File: config.mk
export PLATFORM = sky130hd
export DESIGN_NAME = gb7_col_cell
export DESIGN_NICKNAME = d
export VERILOG_FILES = /design/src/rtl/core/gb7_pkg.sv /design/src/rtl/core/gb7_col_cell.sv
export SDC_FILE = /design/constraint.sdc
export NUM_CORES = 1
export LEC_CHECK = 0
export BUFFER_PORTS_ARGS = -buffer_cell sky130_fd_sc_hd__buf_2
export CORE_ASPECT_RATIO = 0.7
export CORE_MARGIN = 2
export CORE_UTILIZATION = 25
export DETAILED_ROUTE_END_ITERATION = 6
export PLACE_DENSITY_LB_ADDON = 0.05
export SLEW_MARGIN = 15
export SYNTH_ARGS = -nofsm -noshare
export SYNTH_HDL_FRONTEND = slang
export SYNTH_SLANG_ARGS = --single-unit
File: constraint.sdc
create_clock -name clock -period 0.8 [get_ports clock]
set_input_delay 0.16 -clock clock [delete_from_list [all_inputs] [get_ports clock]]
set_output_delay 0.16 -clock clock [all_outputs]
set_load 0.03 [all_outputs]
File: src/rtl/core/gb7_pkg.sv
`default_nettype none
package gb7_pkg;

   localparam int unsigned KERNEL_SIZE = 7;
   localparam int unsigned RADIUS = KERNEL_SIZE / 2;
   localparam int unsigned LINE_ROWS = KERNEL_SIZE - 1;
   localparam int unsigned COEF_BITS = 16;
   localparam int unsigned CHANNELS = 3;
   localparam int unsigned PROD_BITS = 8 + COEF_BITS;
   localparam int unsigned SUM_BITS = PROD_BITS + 3;
   localparam int unsigned MIN_DIM = 7;
   localparam int unsigned MAX_HEIGHT = 4096;
   localparam int unsigned HEIGHT_BITS = 13;
   localparam int unsigned ROW_BITS = 12;
   localparam int unsigned WIDTH_FIELD_BITS = 11;
   localparam int unsigned CSR_ADDR_BITS = 1;
   localparam int unsigned CSR_DATA_BITS = 13;
   localparam int unsigned FIFO_DEPTH = 16;
   localparam int unsigned FIFO_BITS = 4;
   localparam int unsigned CNT_BITS = FIFO_BITS + 1;
   localparam logic [7:0] PIX_MAX = 8'd255;

   typedef enum logic [CSR_ADDR_BITS-1:0] {
      CSR_IMAGE_WIDTH  = 1'b0,
      CSR_IMAGE_HEIGHT = 1'b1
   } csr_addr_type;

   typedef logic [7:0] chan_type;
   typedef chan_type [CHANNELS-1:0] pixel_type;
   typedef pixel_type [KERNEL_SIZE-1:0] column_type;
   typedef pixel_type [LINE_ROWS-1:0] line_word_type;
   typedef logic [COEF_BITS-1:0] coef_type;
   typedef logic [PROD_BITS-1:0] prod_type;
   typedef logic [SUM_BITS-1:0] sum_type;
   typedef sum_type [CHANNELS-1:0] chan_sum_type;

   typedef struct packed {
      logic [7:0] red_in;
      logic [7:0] green_in;
      logic [7:0] blue_in;
      logic       flush;
   } req_type;

   typedef struct packed {
      logic [7:0] red_out;
      logic [7:0] green_out;
      logic [7:0] blue_out;
      logic       frame_end;
   } rsp_type;

   typedef struct packed {
      logic       emit;
      logic       last;
      logic [1:0] top;
      logic [1:0] bot;
      logic [1:0] left;
      logic [1:0] right;
   } meta_type;

   // weights by distance from center along each axis
   localparam coef_type COEF_TABLE [0:3][0:3] = '{
      '{16'd3061, 16'd2701, 16'd1856, 16'd994},
      '{16'd2701, 16'd2384, 16'd1638, 16'd877},
      '{16'd1856, 16'd1638, 16'd1126, 16'd603},
      '{16'd994,  16'd877,  16'd603,  16'd323}
   };

   // window index of the tap that output position pos reads, edge clamped
   function automatic logic [2:0] tap_src(input logic [2:0] pos, input logic [1:0] lo,
                                          input logic [1:0] hi);
      logic [3:0] p4;
      logic [2:0] res;
      p4 = {1'b0, pos};
      if (p4 + {2'b00, lo} < 4'd3) begin
         res = 3'd3 + {1'b0, lo};
      end else if (p4 > 4'd3 + {2'b00, hi}) begin
         res = 3'd3 - {1'b0, hi};
      end else begin
         res = 3'd6 - pos;
      end
      return res;
   endfunction

   function automatic coef_type coef_at(input logic [2:0] a, input logic [2:0] b);
      logic [2:0] u;
      logic [2:0] v;
      u = (a >= 3'd3) ? a - 3'd3 : 3'd3 - a;
      v = (b >= 3'd3) ? b - 3'd3 : 3'd3 - b;
      return COEF_TABLE[u[1:0]][v[1:0]];
   endfunction

endpackage
`default_nettype wire

File: src/rtl/core/gb7_col_cell.sv
`default_nettype none
module gb7_col_cell (
   input  logic                clock,
   input  logic                shift,
   input  gb7_pkg::column_type col_in,
   output gb7_pkg::column_type col_out
);
   import gb7_pkg::*;

   column_type taps_ff;

   always_ff @(posedge clock) begin
      if (shift) begin
         taps_ff <= col_in;
      end
   end

   assign col_out = taps_ff;

endmodule
`default_nettype wire

==> results.md, run 1 <==
* Seq cells post-synth at between 150 and 200
* Clock root cell: clkbuf_16
* Die H at between 100 and 150 um
* Share of the synthesized area in the top cell type at 100.0%
* CTS Hold Bufs at roughly 160
* Pre-CTS WS at -0.1387 ns
* Num ports at between 300 and 400
* Placement-stage cell area at roughly 7200 um2
* Post-Syn Nets at 338
* Inserted Clock Buffers at 17
* Post-synthesis cell count at ~170
* Cell Area, Synth at 5045 um2
* Synth cell types at 1
* Outcome: did not finish
* Synth area leaders: edfxtp_1
* Clock Path Buffers at 2
* Synthesis warning total at 0
* Clock Sinks at about 170
* Post_cts resized at roughly 340
* Die width at roughly 170 um
* # rows at 43
* Post-Syn Area per Cell at between 30 and 40 um2
* Synth area leader: edfxtp_1
* Clock H-tree levels at 4
* PortBufs at about 340
* DP Wirelength at between 10 and 15 mm
* Post-synthesis sequential area ratio at between 90% and 100%
* Post-CTS setup buffer count at 0
* Stop stage: 4_1_cts
* Starting Density at between 20% and 30%
* Gpl congestion at around 0.75
* Error: [ERROR RSZ-0060] Max buffer count reached.
## metrics by stage
| stage | instances | util [%] | hold slack, ns | setup TNS (ns) |
|---|---|---|---|---|
| floorplan | 168 | - | 0.2589 | 0 |
| global placement | 785 | 36.43 | 0.3361 | -15.84 |
| detailed placement | 785 | 36.43 | 0.3384 | -16.45 |
## Yosys cell counts (all sizes together)
master and number:
edfxtp 168
## kinds of logic after synthesis
family / count (synthesis) / share of synthesized area, %
flip-flops: 168 / 100.0
==> inputs of run 2 (changes only) <==
Settings changed: CORE_ASPECT_RATIO 0.7 to default, CORE_UTILIZATION 25 to 20, PLACE_DENSITY_LB_ADDON 0.05 to 0.15.
==> results.md, run 2 <==
* Final setup margin at -0.3715 ns
* Buf/Inv on CP at 1
* Post-Syn Area per Cell at 30.03 um2 (unchanged)
* CP max-delay cell: edfxtp_1
* Via count at roughly 3700
* # rows at 58 (was 43)
* Area of the multi-input gates at 0 um2
* Post-CTS setup buffer count at 0 (unchanged)
* Least-Margin Pin Slew at 0.2164 ns
* Post-synth ARST share at 0% (unchanged)
* Failing checks: negative setup slack
* Die width at 162.8 um (was 173.8 um)
* CP arrival at 1.01 ns
* Hold Crit Depth at 1
* Die area at approximately 27000 um2
* Clock root cell: clkbuf_16 (unchanged)
* Mux share of post-synthesis cell area at 0% (unchanged)
* Clock transition at path regs at roughly 0.070 ns
* Synth area leader: edfxtp_1 (unchanged)
* Crit-path max cell delay at 0.42 ns
* Slew HR at around 86%
* Starting Density at 20.21% (was 25.48%)
* Vias in the first global route at 4191
* WHS Endpoint: col_out[56]
* Post-Syn Nets at 338 (unchanged)
* Vias/cell at approximately 3.6
* Inst Count DP at 844 (was 785)
* TritonCTS clock tree: done
* Total track usage at around 11%
* Synth cell types at 1 (unchanged)
* CP Cell Sequence: buf_6
* Layout area overhead at 109.8%
* PortBufs at 337 (unchanged)
* Clock Sinks at 168 (unchanged)
* Max cap viols at 0
* Core area at around 25000 um2
* Worst Setup Start Kind: flip-flop
* RSZ-0062 raised after global routing: yes
* Overall power at between 20 and 25 mW
* Setup crit end kind: output port
* Final Setup Violations at about 170
* Outcome: finished with violations (was did not finish)
* Num ports at 338 (unchanged)
* DRC at 0
* Inserted Clock Buffers at 17 (unchanged)
* Hold_sp: shift
* Clock H-tree levels at 4 (unchanged)
* Non-Filler Instances at 1044
* PD cells at about 2200 nW/um2
* Post-synthesis simple-gate area fraction at 0% (unchanged)
* Max rail drop VDD at 0.0009941 V
* DRT Wirelength at 15.10 mm
* Primary FF master, synth: edfxtp_1 (unchanged)
* Post-synthesis cell count at 168 (unchanged)
* Layout cells sized above 1 at 52.80%
* Multi-input gates at 0
* Final hold vios at 0
* Most common cell in the netlist: edfxtp_1 (unchanged)
* Antenna diodes at 0
* Pre-CTS WS at -0.1713 ns (was -0.1387 ns)
* Synth area leaders: edfxtp_1 (unchanged)
* Most frequent cells after synthesis: edfxtp_1 (unchanged)
* Commonest non-fill, non-tap cells in the layout: buf_6, edfxtp_1, dlygate4sd3_1, buf_2, clkbuf_16
* DR pass1 iterations at 4
* Synth Area in Adders at 0% (unchanged)
* First-pass GRT wire length at 22.07 mm
* Initial antenna violation count at 0
* Gate family responsible for the most delay along the worst path: flip-flops
* Leakage power at roughly 4.4 nW
* Max-slew violation count at 0
* Clock Path Buffers at 2 (unchanged)
* FMAX at ~0.85 GHz
* Xor/xnor share of the synthesized area at 0% (unchanged)
* Post-route ant nets at 0
* Iter 0 DRT Violations at ~170
* Compound-gate portion of the synthesized area at 0% (unchanged)
* Cell Area, Synth at 5045 um2 (unchanged)
* Post-synth EDFFs at 168 (unchanged)
* Share of the synthesized area in the top cell type at 100.0% (unchanged)
* Worst hold path class: in2reg
* Critical Path RT at approximately 0.64 ns
* Gpl congestion at 0.7103 (was 0.7549)
* Die H at 162.8 um (was 122.9 um)
* Crit share post-route at 146.4%
* DP Wirelength at 10.11 mm (was 10.47 mm)
* GRT overflow at 0
* Minimum clock period after layout at around 1.2 ns
* DR WL/cell at around 14 um
* Setup_tns at -54.14 ns
* Largest net degree at the start of global routing at 38
* Post-synthesis sequential area ratio at 100.0% (unchanged)
* Synthesis warning total at 0 (unchanged)
* Setup CP Type: reg2out
* Seq cells post-synth at 168 (unchanged)
* Crit-path max FO at 1
* Commonest non-fill, non-tap cell in the layout: buf_6
* Largest register FFs at roughly 170
* Final nets at 871
-- run 2: final cells by class --
type | count | area, um2
clock buffers | 17 | 425.4
fillers | 2254 | 14380
clock inverters | 15 | 158.9
flip-flops and latches | 168 | 5045
well taps | 330 | 412.9
repair buffers | 514 | 4543
-- run 2: metal layers --
| layer | global-route usage (%) | vias up | share of wire (%) | wire length [um] |
|---|---|---|---|---|
| met5 | 0 | - | 0 | 0 |
| met4 | 4.666 | 0 | 1.8 | 266 |
| met3 | 4.762 | 17 | 9.7 | 1466 |
| met2 | 19.40 | 207 | 51 | 7765 |
| met1 | 11.79 | 1763 | 37 | 5600 |
| li1 | - | 1754 | - | - |
-- run 2: report_power, final --
group | total [mW] | internal (mW) | switching [mW]
clock | 8.07 | 4.17 | 3.90
combinational | 4.18 | 2.09 | 2.09
sequential | 10.8 | 10.5 | 0.322
-- run 2: through the flow --
step	utilization [%]	cell area (um2)	hold slack, ns
2_1_floorplan	-	5045	0.2589
6_report	42.40	10590	0.06731
3_5_place_dp	29.11	7268	0.3381
3_3_place_gp	29.11	7268	0.3363
5_1_grt	42.40	10590	0.04764
4_1_cts	42.40	10590	0.04876
-- run 2: worst max path at each step --
stage                   end  depth (start not counted)  slack (ns)         from
3_3_place_gp   col_out[122]                          2       -0.16        shift
2_1_floorplan    col_out[0]                          0        0.14   col_out[0]
3_5_place_dp   col_out[125]                          2       -0.17        shift
5_1_grt         col_out[59]                          1       -0.41  col_out[59]
6_report        col_out[44]                          1       -0.37  col_out[44]
4_1_cts         col_out[71]                          1       -0.39  col_out[71]
-- run 2: logic make-up after synthesis --
family,after synthesis
DFF,168
-- run 2: timing repair --
action	in CTS	in global routing
gates resized for setup	336	0
cloned	0	0
hold buffers	168	0
setup endpoints to repair	168	168
endpoints found under the hold margin	168	0
No activity file was read; power rests on OpenSTA's default activity.
