File: src/rtl/core/gb7_pkg.sv
`default_nettype none
package gb7_pkg;

   localparam int unsigned KERNEL_SIZE = 7;
   localparam int unsigned RADIUS = KERNEL_SIZE / 2;
   localparam int unsigned LINE_ROWS = KERNEL_SIZE - 1;
   localparam int unsigned COEF_BITS = 16;
   localparam int unsigned CHANNELS = 3;
   localparam int unsigned PROD_BITS = 8 + COEF_BITS;
   localparam int unsigned SUM_BITS = PROD_BITS + 3;
   localparam int unsigned MIN_DIM = 7;
   localparam int unsigned MAX_HEIGHT = 4096;
   localparam int unsigned HEIGHT_BITS = 13;
   localparam int unsigned ROW_BITS = 12;
   localparam int unsigned WIDTH_FIELD_BITS = 11;
   localparam int unsigned CSR_ADDR_BITS = 1;
   localparam int unsigned CSR_DATA_BITS = 13;
   localparam int unsigned FIFO_DEPTH = 16;
   localparam int unsigned FIFO_BITS = 4;
   localparam int unsigned CNT_BITS = FIFO_BITS + 1;
   localparam logic [7:0] PIX_MAX = 8'd255;

   typedef enum logic [CSR_ADDR_BITS-1:0] {
      CSR_IMAGE_WIDTH  = 1'b0,
      CSR_IMAGE_HEIGHT = 1'b1
   } csr_addr_type;

   typedef logic [7:0] chan_type;
   typedef chan_type [CHANNELS-1:0] pixel_type;
   typedef pixel_type [KERNEL_SIZE-1:0] column_type;
   typedef pixel_type [LINE_ROWS-1:0] line_word_type;
   typedef logic [COEF_BITS-1:0] coef_type;
   typedef logic [PROD_BITS-1:0] prod_type;
   typedef logic [SUM_BITS-1:0] sum_type;
   typedef sum_type [CHANNELS-1:0] chan_sum_type;

   typedef struct packed {
      logic [7:0] red_in;
      logic [7:0] green_in;
      logic [7:0] blue_in;
      logic       flush;
   } req_type;

   typedef struct packed {
      logic [7:0] red_out;
      logic [7:0] green_out;
      logic [7:0] blue_out;
      logic       frame_end;
   } rsp_type;

   typedef struct packed {
      logic       emit;
      logic       last;
      logic [1:0] top;
      logic [1:0] bot;
      logic [1:0] left;
      logic [1:0] right;
   } meta_type;

   // weights by distance from center along each axis
   localparam coef_type COEF_TABLE [0:3][0:3] = '{
      '{16'd3061, 16'd2701, 16'd1856, 16'd994},
      '{16'd2701, 16'd2384, 16'd1638, 16'd877},
      '{16'd1856, 16'd1638, 16'd1126, 16'd603},
      '{16'd994,  16'd877,  16'd603,  16'd323}
   };

   // window index of the tap that output position pos reads, edge clamped
   function automatic logic [2:0] tap_src(input logic [2:0] pos, input logic [1:0] lo,
                                          input logic [1:0] hi);
      logic [3:0] p4;
      logic [2:0] res;
      p4 = {1'b0, pos};
      if (p4 + {2'b00, lo} < 4'd3) begin
         res = 3'd3 + {1'b0, lo};
      end else if (p4 > 4'd3 + {2'b00, hi}) begin
         res = 3'd3 - {1'b0, hi};
      end else begin
         res = 3'd6 - pos;
      end
      return res;
   endfunction

   function automatic coef_type coef_at(input logic [2:0] a, input logic [2:0] b);
      logic [2:0] u;
      logic [2:0] v;
      u = (a >= 3'd3) ? a - 3'd3 : 3'd3 - a;
      v = (b >= 3'd3) ? b - 3'd3 : 3'd3 - b;
      return COEF_TABLE[u[1:0]][v[1:0]];
   endfunction

endpackage
`default_nettype wire

File: src/rtl/core/gb7_row_mac.sv
`default_nettype none
module gb7_row_mac (
   input  logic                  clock,
   input  logic [2:0]            row_idx,
   input  gb7_pkg::column_type   taps,
   input  logic [1:0]            left,
   input  logic [1:0]            right,
   output gb7_pkg::chan_sum_type row_sum
);
   import gb7_pkg::*;

   prod_type     prod_ff [KERNEL_SIZE][CHANNELS];
   chan_sum_type sum_in;
   chan_sum_type sum_ff;

   // column clamp and weight
   always_ff @(posedge clock) begin
      for (int b = 0; b < KERNEL_SIZE; b++) begin
         for (int ch = 0; ch < CHANNELS; ch++) begin
            prod_ff[b][ch] <= PROD_BITS'(taps[tap_src(3'(b), left, right)][ch])
                              * PROD_BITS'(coef_at(row_idx, 3'(b)));
         end
      end
   end

   always_comb begin
      for (int ch = 0; ch < CHANNELS; ch++) begin
         sum_in[ch] = '0;
         for (int b = 0; b < KERNEL_SIZE; b++) begin
            sum_in[ch] = sum_in[ch] + SUM_BITS'(prod_ff[b][ch]);
         end
      end
   end

   always_ff @(posedge clock) begin
      sum_ff <= sum_in;
   end

   assign row_sum = sum_ff;

endmodule
`default_nettype wire

File: config.mk
export PLATFORM = sky130hd
export DESIGN_NAME = gb7_row_mac
export DESIGN_NICKNAME = d
export VERILOG_FILES = /design/src/rtl/core/gb7_pkg.sv /design/src/rtl/core/gb7_row_mac.sv
export SDC_FILE = /design/constraint.sdc
export NUM_CORES = 2
export LEC_CHECK = 0
export BUFFER_PORTS_ARGS = -buffer_cell sky130_fd_sc_hd__buf_2
export CAP_MARGIN = 0
export CORE_UTILIZATION = 32
export DETAILED_ROUTE_END_ITERATION = 6
export RECOVER_POWER = 50
export SYNTH_ARGS = -nofsm -noshare
export SYNTH_HDL_FRONTEND = slang
export SYNTH_SLANG_ARGS = --single-unit
File: constraint.sdc
create_clock -name clock -period 16.4 [get_ports clock]
set_input_delay 3.28 -clock clock [delete_from_list [all_inputs] [get_ports clock]]
set_output_delay 3.28 -clock clock [all_outputs]
set_load 0.03 [all_outputs]
---- Yosys cells after proc, flatten, opt, wreduce, memory -nomap -nowiden ----
Memory sizes are Yosys's and may differ from the RTL's.
Index checks and enable logic that the tools add are counted.
word-level totals
  register bits after elaboration ......... 81
  RAM bits ................................ 504
  input bits .............................. 176
  output and inout port bits .............. 81
  word-level logic and storage cells ...... 110
  memories kept ........................... 1
operators by class
  add/subtract/negate cells ............... 29
  multiply operators ...................... 21
  magnitude comparators ................... 23
  mux-type cells .......................... 32
  bitwise operators ....................... 1
memories
  name     depth  bits a word  rd ports  clocked after memory_dff  wr ports  line               text
  prod_ff  7      72           7         0                         7         gb7_row_mac.sv:12  prod_type prod_ff [KERNEL_SIZE][CHANNELS];
operators by type and width
  operator             number
  $bmux 24 s3          7
  $mul 8x16->24        21
  $add 27x24->27       9
  $mux 24              7
  $bmux 64 s2          1
  $mux 64              2
  $add 26x24->27       3
  $add 25x24->26       3
  $add 24x24->25       3
  $mux 3               14
  $lt 3x4->1 const B   7
  $add 2x2->3 const A  4
  $add 3x2->4 const A  3
  $lt 4x2->1 const B   3
  $lt 3x2->1 const B   3
  $gt 1x4->1 const A   2
  $gt 2x4->1 const A   2
  $gt 3x4->1 const A   2
  $add 1x2->3 const A  1
  $ge 3x2->1 const B   1
  $ge 3x3->1 const B   1
  $gt 3x3->1 const A   1
  $not 2->3            1
  $sub 2x2->3 const A  1
  4 further kinds      4

---- Logic depth before layout (Yosys ltp) ----
  depth after elaboration ................. 7
  depth in mapped cells ................... 31
  depth with buffers taken out ............ 26

---- Worst setup path after synthesis ----
Ideal clock, no wire load.
  kind .................................... input port to flip-flop
  start point ............................. input right[0]
  end point ............................... memory prod_ff[5][67] in the netlist's numbering
  library setup time ...................... 0.116 ns
  data arrival time ....................... 9.610 ns
  data required time ...................... 16.284 ns
  path slack .............................. 6.674 ns
  stages .................................. 28
  path buffers ............................ 4
  cell sequence ........................... buf_2 -> buf_1 -> inv_1 -> ha_1 -> mux2i_1 -> or2_2 -> clkbuf_1 -> clkbuf_1 -> nand2_1 -> nand3_1 -> o21ai_0 -> nor2_1 -> inv_1 -> fa_1 -> fa_1 -> inv_1 -> fa_1 -> inv_1 -> fa_1 -> inv_1 -> ha_1 -> o21ai_0 -> a21oi_1 -> o21ai_0 -> nand2b_1 -> a31o_2 -> or4_1 -> and4_1
RTL lines
  what         line               text
  from (decl)  gb7_row_mac.sv:7   input logic [1:0] right,
  to (decl)    gb7_row_mac.sv:12

==> impl_results.rst <==
.. list-table::
   :header-rows: 1

   * - Metric
     - Value
   * - Synthesis Warnings
     - 0
   * - Unique masters post-synth
     - 84
   * - Fin area
     - 93600 µm²
   * - Starting density of the core
     - 0.322
   * - Layout cells sized above 1
     - 0.0654
   * - Critical Path End Type
     - register
   * - Number of nets with antenna violations after detailed routing
     - 0
   * - Violations in the final reports
     - max-capacitance violations, max-slew violations
   * - Area growth from synthesis to layout
     - 9.29%
   * - Setup total negative slack
     - 0 ns
   * - Share of synthesized registers carrying an async set or reset
     - 0
   * - Area of the placeable core
     - roughly 270000 µm²
   * - Maximum count of clock buffers along a single path
     - 3
   * - First-pass GRT wire length
     - ~400 mm
   * - Final Max Tran Viols
     - around 230
   * - Yosys top cell area share
     - 0.325
   * - Main flop type after synthesis
     - sky130_fd_sc_hd__dfxtp_1
   * - Clock-pin slew of the registers on the worst-case setup and hold paths
     - about 0.070 ns
   * - Transition time at the pin with the least slew margin
     - 3.43 ns
   * - Number of buffers added by the clock tree synthesis step
     - 73
   * - H-tree depth
     - 3
   * - Worst stage delay on the critical path
     - about 2.3 ns
   * - Number of setup violations in the final report
     - 0
   * - Height of the die
     - between 500 and 600 µm
   * - Pre-antenna DRT Iters
     - 6
   * - Synth top area cells
     - sky130_fd_sc_hd__fa_1 33%, sky130_fd_sc_hd__ha_1 16%, sky130_fd_sc_hd__dfxtp_1 12%, sky130_fd_sc_hd__inv_1 9.9%, sky130_fd_sc_hd__nor2_1 4.2%
   * - Unrepaired setup endpoints after global routing
     - false
   * - IO buf count
     - between 200 and 300
   * - Number of sinks handled by clock tree synthesis
     - about 520
   * - Via density per instance
     - 4.79
   * - Status
     - finished with violations
   * - Netlist area before placement
     - 85600 µm²
   * - Post-CTS Repair Setup Buffers
     - 0
   * - Post-route minimum period
     - roughly 13 ns
   * - Number of remaining DRC errors
     - 0
   * - Antenna violations before repair
     - 24
   * - Most common cell in the netlist
     - sky130_fd_sc_hd__inv_1
   * - Pin count of the biggest net entering global routing
     - 110
   * - Final #Nets
     - 12300
   * - Number of cells upsized or downsized after cts
     - 0
   * - Per-instance average area after synthesis
     - 8.96 µm²
   * - Seq/Total Area, Yosys
     - 0.121
   * - TritonCTS clock tree
     - built
   * - Global Route Usage Sum
     - 0.195
   * - Routed wirelength normalized by instance count
     - around 19 µm
   * - Classification of the worst setup path
     - in -> reg
   * - Number of cells on the worst reg-to-reg path
     - 18
   * - Hold path startpoint
     - prod_ff[0][24]
   * - Count of buffering cells on the critical path with inverters included
     - 12
   * - Final weighted congestion of routability-driven global placement
     - 0.966
   * - Cells on Worst Hold Path
     - 1
   * - Arrival time of the worst setup path
     - between 10 and 15 ns
   * - EDFF count, synth
     - 0
   * - Critical R2R Launch
     - prod_ff[3][1]
   * - Path class of the lowest-slack min-delay path
     - reg -> reg
   * - Maximum operating frequency
     - approximately 75 MHz
   * - Critical path startpoint category
     - primary input
   * - Slowest library cell on the worst path
     - sky130_fd_sc_hd__clkbuf_1
   * - End of the worst hold path
     - row_sum[27]
   * - Max-cap check violation count
     - 6
   * - Worst-Skew Late Latency
     - ~0.73 ns
   * - Register-to-Register Setup Slack
     - between 10 and 15 ns
   * - Post-route fraction of the period consumed by the critical path
     - 0.815
   * - Floorplan row count
     - approximately 190
   * - Number of synthesized register bits
     - about 520
   * - Number of global-route vias before repair
     - ~66000
   * - Number of filler instances in the final layout
     - ~27000
   * - Overall overflow remaining after global route
     - 0
   * - Vias post-DR
     - roughly 64000
   * - Post-detail-place hpwl
     - around 210 mm
   * - Top cells by instance count after synthesis
     - 2263 x sky130_fd_sc_hd__inv_1, 1390 x sky130_fd_sc_hd__fa_1, 1084 x sky130_fd_sc_hd__ha_1
   * - Overall die area
     - 270000 µm²
   * - Drt initial violations
     - ~4500
   * - Critical register-to-register path endpoint
     - row_sum[77]
   * - I/O pin count
     - 257
   * - Highest net fanout along the worst path
     - 44
   * - Instance count of the mapped netlist
     - ~9600
   * - Total Routed Length
     - 257 mm
   * - Library cell occupying the most area in the post-synthesis netlist
     - sky130_fd_sc_hd__fa_1
   * - Root buffer selected by CTS
     - sky130_fd_sc_hd__clkbuf_16
   * - Worst setup skew after layout
     - roughly 0.047 ns
   * - Max-slew headroom at the worst pin
     - -1.29
   * - Area after detailed placement
     - ~90000 µm²
   * - Die width
     - a little over 500 µm
   * - Hold_buf cts
     - 0
   * - Number of hold-slack violations in the final timing report
     - 0
   * - CP delay by family, top
     - buffers and inverters
   * - Critical path required time
     - ~17 ns
[state kept, by name (all words and copies together), names as in the netlist]
signal	count
row_sum	75
prod_ff	444
[cell type report]
| type | instances | area (µm²) | area share |
|---|---|---|---|
| multi-input combinational | 6501 | 65800 | 0.703 |
| clock buffer | 95 | 2070 | 0.0221 |
| timing repair buffer | 330 | 1810 | 0.0193 |
| inverter | 2270 | 8530 | 0.0911 |
| antenna | 29 | 72.6 | 0.000776 |
| tap | 3533 | 4420 | 0.0472 |
| clock inverter | 35 | 515 | 0.00551 |
| sequential | 519 | 10400 | 0.111 |
[per-stage QoR]
step | utilization | worst slack (ns) | hold slack, ns | std cells
floorplan | - | 6.67 | 0.432 | 9557
global placement | 0.343 | 5.10 | 0.442 | 13200
detailed placement | 0.343 | 5.00 | 0.448 | 13200
CTS | 0.353 | 5.77 | 0.450 | 13300
global route | 0.352 | 2.75 | 0.471 | 13300
finish | 0.352 | 3.03 | 0.447 | 13300
[how the worst max path moves through the flow]
stage	slack [ns]	endpoint	start	cells past startpoint
5_1_grt	2.75	prod_ff[5][43]	row_idx[0]	27
2_1_floorplan	6.67	prod_ff[5][67]	right[0]	28
6_report	3.03	prod_ff[5][43]	row_idx[0]	27
4_1_cts	5.77	prod_ff[5][43]	row_idx[0]	27
3_5_place_dp	5.00	prod_ff[5][67]	row_idx[0]	28
3_3_place_gp	5.10	prod_ff[5][67]	row_idx[0]	28
[cells in the final DEF, fill, tap and decap left out, types with 86 or more instances in the layout]
master	Yosys	layout
sky130_fd_sc_hd__a21oi_1	329	328
sky130_fd_sc_hd__ha_1	1084	1077
sky130_fd_sc_hd__xnor2_1	272	272
sky130_fd_sc_hd__fa_1	1390	1390
sky130_fd_sc_hd__dfxtp_1	519	519
sky130_fd_sc_hd__nor2_1	954	950
sky130_fd_sc_hd__inv_1	2263	2261
sky130_fd_sc_hd__o21ai_0	215	221
sky130_fd_sc_hd__and2_1	132	129
sky130_fd_sc_hd__nor2b_1	86	86
sky130_fd_sc_hd__mux2i_1	142	141
sky130_fd_sc_hd__buf_2	27	174
sky130_fd_sc_hd__nand2b_1	149	149
sky130_fd_sc_hd__clkbuf_1	212	89
sky130_fd_sc_hd__xor2_1	87	87
sky130_fd_sc_hd__or2_2	99	98
sky130_fd_sc_hd__nand2_1	584	582
sky130_fd_sc_hd__a21o_1	161	161
[routing by layer]
layer | vias to the layer above | GRT usage | routed length (µm)
met3 | 465 | 0.0289 | 14000
met5 | - | 0 | 26
met2 | 1824 | 0.318 | 118000
li1 | 29900 | - | -
met1 | 31500 | 0.243 | 108000
met4 | 4 | 0.115 | 17600
[cells by family after synthesis]
logic type | share of synthesized area
DFF | 0.121
muxes | 0.0425
and+or+nand+nor | 0.119
AOI/OAI and AO/OA | 0.0853
adders and majority gates | 0.483
other | 0.0000438
xor gates and xnor gates | 0.0367
buffers and inverters | 0.112
Power is left out: the tool's default activity adds up to more than one toggle a clock period on the data nets, which glitch-free logic cannot reach.
